<file path="src/rtl/core/costmap_front_window_scan_top_defines.svh">
// Assertion macros shared by the front window scan RTL.
`ifndef COSTMAP_FRONT_WINDOW_SCAN_TOP_DEFINES_SVH
`define COSTMAP_FRONT_WINDOW_SCAN_TOP_DEFINES_SVH

// The antecedent implies the consequent in the same cycle.
`define CFWS_ASSERT_NOW(lbl, clk, rst_n, ante, cons) \
    lbl: assert property (@(posedge clk) disable iff (!rst_n) (ante) |-> (cons)) \
        else $error("front window scan check failed");

// The antecedent implies the consequent in the next cycle.
`define CFWS_ASSERT_NEXT(lbl, clk, rst_n, ante, cons) \
    lbl: assert property (@(posedge clk) disable iff (!rst_n) (ante) |=> (cons)) \
        else $error("front window scan check failed");

`endif

</file>
<file path="src/rtl/core/cfws_pkg.sv">
`default_nettype none
package cfws_pkg;

    localparam int MAX_WIDTH_DEF  = 256;
    localparam int MAX_HEIGHT_DEF = 256;

    localparam int S_DATA_W = 200;
    localparam int M_DATA_W = 48;
    localparam int CFG_IDX_W = 3;
    localparam int CFG_DATA_W = 32;

    // Numerator of the heading division: |term| * 2^14 plus half the norm.
    localparam int DIV_NUM_W = 46;

    localparam logic [CFG_IDX_W-1:0] REG_FRONT_MIN_X    = 3'd0;
    localparam logic [CFG_IDX_W-1:0] REG_FRONT_MAX_X    = 3'd1;
    localparam logic [CFG_IDX_W-1:0] REG_HALF_WIDTH     = 3'd2;
    localparam logic [CFG_IDX_W-1:0] REG_COST_THRESHOLD = 3'd3;
    localparam logic [CFG_IDX_W-1:0] REG_CELL_SIZE      = 3'd4;
    localparam logic [CFG_IDX_W-1:0] REG_MAP_WIDTH      = 3'd5;

    localparam logic [31:0] FRONT_MIN_X_RST    = 32'd0;
    localparam logic [31:0] FRONT_MAX_X_RST    = 32'd98304;
    localparam logic [30:0] HALF_WIDTH_RST     = 31'd26214;
    localparam logic [7:0]  COST_THRESHOLD_RST = 8'd253;
    localparam logic [30:0] CELL_SIZE_RST      = 31'd3277;
    localparam logic [8:0]  MAP_WIDTH_RST      = 9'd128;

    localparam logic [14:0] UNIT_Q14    = 15'd16384;
    localparam logic [16:0] COUNT_LIMIT = 17'd65536;

    typedef struct packed {
        logic load;
        logic hdg;
        logic sq_s;
        logic sq_c;
        logic sqrt_start;
        logic heading_unit;
        logic div_start;
        logic div_sel_sin;
        logic store_cos;
        logic store_sin;
        logic cell_d;
        logic cell_m;
        logic cell_t;
        logic emit;
    } cmd_t;

    typedef struct packed {
        logic sqrt_done;
        logic div_done;
        logic root_zero;
        logic last_item;
        logic out_valid;
    } status_t;

endpackage
`default_nettype wire

</file>
<file path="src/rtl/core/cfws_ctrl.sv">
`default_nettype none
module cfws_ctrl (
    input  logic              aclk,
    input  logic              aresetn,
    input  logic              s_tvalid,
    input  logic              in_kind,
    input  logic              m_tready,
    input  cfws_pkg::status_t status,
    output logic              s_tready,
    output cfws_pkg::cmd_t    cmd
);
    import cfws_pkg::*;

    typedef enum logic [12:0] {
        ST_IDLE      = 13'b0000000000001,
        ST_HDG       = 13'b0000000000010,
        ST_SQ_S      = 13'b0000000000100,
        ST_SQ_C      = 13'b0000000001000,
        ST_SQRT_GO   = 13'b0000000010000,
        ST_SQRT_WAIT = 13'b0000000100000,
        ST_DIVC_WAIT = 13'b0000001000000,
        ST_DIVS_GO   = 13'b0000010000000,
        ST_DIVS_WAIT = 13'b0000100000000,
        ST_CELL_D    = 13'b0001000000000,
        ST_CELL_M    = 13'b0010000000000,
        ST_CELL_T    = 13'b0100000000000,
        ST_EMIT      = 13'b1000000000000
    } state_t;

    state_t state_reg, state_next;

    always_ff @(posedge aclk) begin
        if (!aresetn) begin
            state_reg <= ST_IDLE;
        end else begin
            state_reg <= state_next;
        end
    end

    always_comb begin
        state_next = state_reg;
        cmd        = '0;
        s_tready   = 1'b0;
        unique case (state_reg)
            ST_IDLE: begin
                s_tready = 1'b1;
                if (s_tvalid) begin
                    cmd.load   = 1'b1;
                    state_next = in_kind ? ST_CELL_D : ST_HDG;
                end
            end
            ST_HDG: begin
                cmd.hdg    = 1'b1;
                state_next = ST_SQ_S;
            end
            ST_SQ_S: begin
                cmd.sq_s   = 1'b1;
                state_next = ST_SQ_C;
            end
            ST_SQ_C: begin
                cmd.sq_c   = 1'b1;
                state_next = ST_SQRT_GO;
            end
            ST_SQRT_GO: begin
                cmd.sqrt_start = 1'b1;
                state_next     = ST_SQRT_WAIT;
            end
            ST_SQRT_WAIT: begin
                if (status.sqrt_done) begin
                    if (status.root_zero) begin
                        // Both heading terms zero: face along the x axis.
                        cmd.heading_unit = 1'b1;
                        state_next       = status.last_item ? ST_EMIT : ST_IDLE;
                    end else begin
                        cmd.div_start = 1'b1;
                        state_next    = ST_DIVC_WAIT;
                    end
                end
            end
            ST_DIVC_WAIT: begin
                if (status.div_done) begin
                    cmd.store_cos = 1'b1;
                    state_next    = ST_DIVS_GO;
                end
            end
            ST_DIVS_GO: begin
                cmd.div_start   = 1'b1;
                cmd.div_sel_sin = 1'b1;
                state_next      = ST_DIVS_WAIT;
            end
            ST_DIVS_WAIT: begin
                if (status.div_done) begin
                    cmd.store_sin = 1'b1;
                    state_next    = status.last_item ? ST_EMIT : ST_IDLE;
                end
            end
            ST_CELL_D: begin
                cmd.cell_d = 1'b1;
                state_next = ST_CELL_M;
            end
            ST_CELL_M: begin
                cmd.cell_m = 1'b1;
                state_next = ST_CELL_T;
            end
            ST_CELL_T: begin
                cmd.cell_t = 1'b1;
                state_next = status.last_item ? ST_EMIT : ST_IDLE;
            end
            ST_EMIT: begin
                if (!status.out_valid || m_tready) begin
                    cmd.emit   = 1'b1;
                    state_next = ST_IDLE;
                end
            end
            default: begin
                state_next = ST_IDLE;
            end
        endcase
    end

endmodule
`default_nettype wire
</file>
<file path="config.mk">
export PLATFORM = sky130hd
export DESIGN_NAME = cfws_ctrl
export DESIGN_NICKNAME = d
export VERILOG_FILES = /design/src/rtl/core/costmap_front_window_scan_top_defines.svh /design/src/rtl/core/cfws_pkg.sv /design/src/rtl/core/cfws_ctrl.sv
export SDC_FILE = /design/constraint.sdc
export NUM_CORES = 1
export LEC_CHECK = 0
export CAP_MARGIN = 20
export CORE_MARGIN = 2
export CORE_UTILIZATION = 51
export DETAILED_ROUTE_END_ITERATION = 7
export DONT_BUFFER_PORTS = 1
export PLACE_DENSITY = 0.69
export SETUP_SLACK_MARGIN = 0.1
export SYNTH_ARGS = -nofsm -noshare
export SYNTH_HDL_FRONTEND = slang
export SYNTH_SLANG_ARGS = --single-unit
</file>
<file path="constraint.sdc">
create_clock -name aclk -period 1.9 [get_ports aclk]
set_input_delay 0.19 -clock aclk [delete_from_list [all_inputs] [get_ports aclk]]
set_output_delay 0.19 -clock aclk [all_outputs]
set_load 0.02 [all_outputs]
</file>
==> run summary, run 1 <==
Post-synthesis instance total = 124
Post-Syn Area = 953 um^2
Row Count = 15
Post-Syn Nets = 134
Log Error = [ERROR GRT-0232] Routing congestion too high. Check the congestion heatmap in the GUI.
GR repair worst EP = cmd[7]
Worst EP kind = primary output
Halt Stage = global routing (5_1_grt)
DP HPWL = 2.09 mm
H-tree lvl count = 1
Number of CTS-inserted buffers = 3
GRT Overall Usage = 0.695
Initial core utilization = 0.546
Post-placement cell count = 175
Die Y = 47.2 um
Routability cong. = 0.863
Clock root buffer = clkbuf_4
Largest net degree at the start of global routing = 10
Total gr overflow = 4
Status = aborted with a tool error
Sequential fraction of the synthesis area = 0.273
Die width = 47.2 um
I/O pin cnt = 25
Yosys cell types = 37
FF+latch count, synth = 13
Synth Area per Inst = 7.69 um^2
Clock Tree Buf Depth = 2
Input/output buffers = 0
CTS sink cnt = 13
Yosys warns = 0
## cell families after synthesis
family                    count (synthesis)  synth area share
DFF                                      13             0.273
AOI/OAI and AO/OA                        19             0.152
xor gates and xnor gates                  6            0.0551
buffers and inverters                    16            0.0735
and+or+nand+nor                          70             0.446
## synth_stat cells
master / n / area share
nand2_1: 6 / 0.024
dfxtp_1: 13 / 0.27
nor4_2: 1 / 0.013
nand2b_1: 2 / 0.013
nand4b_1: 1 / 0.0092
inv_1: 7 / 0.028
nand3b_1: 2 / 0.016
a31oi_1: 1 / 0.0066
nor3b_1: 3 / 0.024
clkbuf_1: 6 / 0.024
xor2_1: 5 / 0.046
o32ai_1: 1 / 0.0092
and3_1: 1 / 0.0066
a21boi_0: 3 / 0.024
and4_1: 1 / 0.0092
nand4_1: 4 / 0.026
or4_4: 1 / 0.012
buf_2: 2 / 0.010
buf_6: 1 / 0.012
o21ai_0: 5 / 0.026
or4b_2: 1 / 0.010
nand3_1: 7 / 0.037
o32a_1: 2 / 0.021
a21o_1: 1 / 0.0079
or4_1: 4 / 0.031
a211oi_1: 1 / 0.0079
nor3_1: 7 / 0.037
o2111ai_1: 1 / 0.0092
and4b_1: 2 / 0.021
nor2_1: 15 / 0.059
and2_1: 1 / 0.0066
nor4b_1: 6 / 0.055
o21a_1: 3 / 0.024
or4b_1: 1 / 0.010
nor4_1: 4 / 0.026
o311ai_2: 1 / 0.017
xnor2_1: 1 / 0.0092
## timing repair
action,4_1_cts
gates resized for setup,38
endpoints found under the hold margin,2
setup buffers,13
endpoints found under the setup margin,27
pin swaps,22
hold buffers,2
## per-stage QoR
step	setup slack (ns)	area, um^2	TNS, ns
after floorplan	-0.125	1110	-0.214
after global placement	-0.0476	1320	-0.0492
after detailed placement	-0.0824	1320	-0.0827
after CTS	-0.221	1600	-2.10
## routing by layer
layer	overflow	GRT usage
met1	0	0.704
met2	2	0.851
met3	0	0.515
met4	2	0.756
met5	0	0.0500
==> run 2, diff against run 1 <==
--- a/config.mk
+++ b/config.mk
@@ -6,12 +6,11 @@
 export NUM_CORES = 1
 export LEC_CHECK = 0
 export CAP_MARGIN = 20
-export CORE_MARGIN = 2
-export CORE_UTILIZATION = 51
+export CORE_AREA = 2 2 63 65
 export DETAILED_ROUTE_END_ITERATION = 7
+export DIE_AREA = 0 0 65 67
 export DONT_BUFFER_PORTS = 1
-export PLACE_DENSITY = 0.69
-export SETUP_SLACK_MARGIN = 0.1
+export PLACE_DENSITY_LB_ADDON = 0.15
 export SYNTH_ARGS = -nofsm -noshare
 export SYNTH_HDL_FRONTEND = slang
 export SYNTH_SLANG_ARGS = --single-unit
==> constraint.sdc (replaced) <==
create_clock -name aclk -period 2.47 [get_ports aclk]
set_input_delay 0.247 -clock aclk [delete_from_list [all_inputs] [get_ports aclk]]
set_output_delay 0.247 -clock aclk [all_outputs]
set_load 0.02 [all_outputs]
==> run 2 against run 1 <==
  * The run now ends clean
  * Area after synthesis stayed put
  * Synthesized cell count is the same
==> run summary, run 2 <==
Synth Area per Inst = 7.69 um^2 (unchanged)
Fin crit share = 0.936
Post-CTS setup buffer count = 0 (-13)
Share of cells above drive strength 1 = 0.169
Number of global-route vias before repair = 870
Largest net degree at the start of global routing = 12
Vias per std cell = 5.20
Most frequent cells in the layout = 14 x nor2_1, 13 x dfxtp_1, 11 x buf_4
Skew-Pair Late Insertion Delay = 0.25 ns
Yosys cell types = 37 (unchanged)
Number of inserted diodes = 0
DR iter-0 viols = 54
Total power density per cell area = 470 nW/um^2
Placed inst area = 1050 um^2 (-20%)
WL/cell = 15.1 um
Slew headroom = 0.655
Residual DRC count = 0
Sw Pwr = 0.157 mW
RSZ-0062 raised after global routing = no
Fillers = 390
Least-Margin Pin Slew = 0.513 ns
Hold WC Path Type = in -> reg
Worst-path fanout max = 5
Top cells by count, synth = 15 x nor2_1, 13 x dfxtp_1, 7 x inv_1, 7 x nand3_1, 7 x nor3_1
Crit path kind = reg -> out
CP cell instances = or4_4 > nand2b_2 > nor2_1 > nand2_1 > nor3b_1 > buf_4
Yosys warns = 0 (unchanged)
Nets@finish = 141
Clock Tree Buf Depth = 2 (unchanged)
Critical path required time = 2.22 ns
Total gr overflow = 0
Arrival @ worst endpoint = 2.06 ns
Quantity of gates resized following cts = 1 (-97%)
Sequential power share = 0.429
Number of CTS-inserted buffers = 3 (unchanged)
Row Count = 22 (+7)
Crit path largest cell delay = 0.58 ns
Ys async rst share = 0 (unchanged)
FF+latch count, synth = 13 (unchanged)
Initial core utilization = 0.264 (-0.282)
Worst setup EP type = output pin
Max reg flops = 13
I/O pin cnt = 25 (unchanged)
H-tree lvl count = 1 (unchanged)
Clock root buffer = clkbuf_8
Post-placement cell count = 174 (-0.57%)
P&R area growth vs syn = 16.9%
Leak Pwr = 0.419 nW
Minimum hold slack = 0.0621 ns
Final Skew = 0.00506 ns
Ys flop type = dfxtp_1
CTS tree = yes
Post-route setup TNS = 0 ns
Final setup viols = 0
Post-Syn Area = 953 um^2 (unchanged)
WP buf/inv = 1
Peak VDD IR = 0.150 mV
Fin cells = 178
Dominant cell type by area after synthesis = dfxtp_1
Final Critical Period = 2.31 ns
DP HPWL = 2.09 mm (+0.15%)
Status = completed
Pint = 0.367 mW
CP top delay family = simple AND/OR/NAND/NOR gates
First-pass DRT Iterations = 4
Post-Syn Nets = 134 (unchanged)
Critical path launch point type = flop
CP max stage cell = or4_4
F_max = 0.433 GHz
Die width = 65 um (+38%)
Detailed-route via count = 926
Initial antenna violation count = 0
Most common cell after layout, fill and taps aside = nor2_1
GRT Overall Usage = 0.129
Sequential fraction of the synthesis area = 0.273 (unchanged)
Most instantiated library cell after synthesis = nor2_1
Clk pwr share = 0.372
Maxcap violations = 0
Dominant cells by area after synthesis = dfxtp_1 27%, nor2_1 5.9%, nor4b_1 5.5%
Routed Antenna Nets = 0
Clock-pin slew on the worst setup and hold paths = 0.06 ns
Die Y = 67 um (+42%)
Final Total Pwr = 0.524 mW
Total Routed Length = 2.69 mm
CTS sink cnt = 13 (unchanged)
Routability cong. = 0.839 (-2.8%)
Input/output buffers = 0 (unchanged)
Die area = 4360 um^2
Final Max Tran Viols = 0
Finished layout cell area = 1110 um^2
Synth top area share = 0.273 (unchanged)
Post-synthesis instance total = 124 (unchanged)
Area of the core = 3610 um^2
Gate power share = 0.199
Final Hold Fails = 0
Switching Fraction = 0.300
Post-synth EDFFs = 0 (unchanged)
First-pass GRT wire length = 4.27 mm
Hold Buf Count CTS = 0 (-2)
[run 2: cell counts after synthesis]
No cell type changed its count.
[run 2: cell families (layout without fill, tap and decap cells)]
family,count (synthesis),after routing,share of synthesized area
buffers and inverters,16,22,0.0735
and+or+nand+nor,70,70,0.446
AOI/OAI and AO/OA,19,19,0.152
DFF,13,13,0.273
xor gates and xnor gates,6,6,0.0551
[run 2: path summary, 6_finish.rpt]
check                startpoint             to  cells after the start  slack (ns)
setup / recovery  state_reg[12]        cmd[12]                      6        0.16
hold reg to reg   state_reg[10]  state_reg[11]                      2        0.55
hold / removal          in_kind   state_reg[1]                      1        0.06
setup reg to reg  state_reg[12]   state_reg[0]                      5        0.39
[run 2: cell type report]
cell class / instances / area, um^2 / area share
clock buffers: 3 / 41.3 / 0.0370
flip-flops and latches: 13 / 260 / 0.233
well taps: 48 / 60.1 / 0.0539
repair buffers: 11 / 82.6 / 0.0741
clock inverters: 1 / 5.00 / 0.00449
multi-input cells: 95 / 639 / 0.574
inverters: 7 / 26.3 / 0.0236
[run 2: power groups by stage]
stage,Sequential (mW),Combinational (mW),Clock [mW]
final,0.225,0.104,0.195
after global routing,0.225,0.115,0.212
after CTS,0.224,0.102,0.205
after detailed placement,0.229,0.100,0
after global placement,0.229,0.101,0
after floorplan,0.223,0.0767,0
[run 2: metrics by stage]
step           setup slack, ns   util
5_1_grt                 0.0324  0.309
6_report                 0.158  0.309
4_1_cts                 0.0398  0.305
3_5_place_dp             0.244  0.292
3_3_place_gp             0.298  0.292
2_1_floorplan           0.0591      -
[run 2: layer usage]
metal,vias up,track usage,share of wire
li1,481,-,-
met1,413,0.170,0.47
met2,28,0.213,0.47
met3,4,0.0220,0.052
met4,0,0.0399,0.0085
met5,-,0,0
Note: power is estimated with default switching activity, not from simulation.
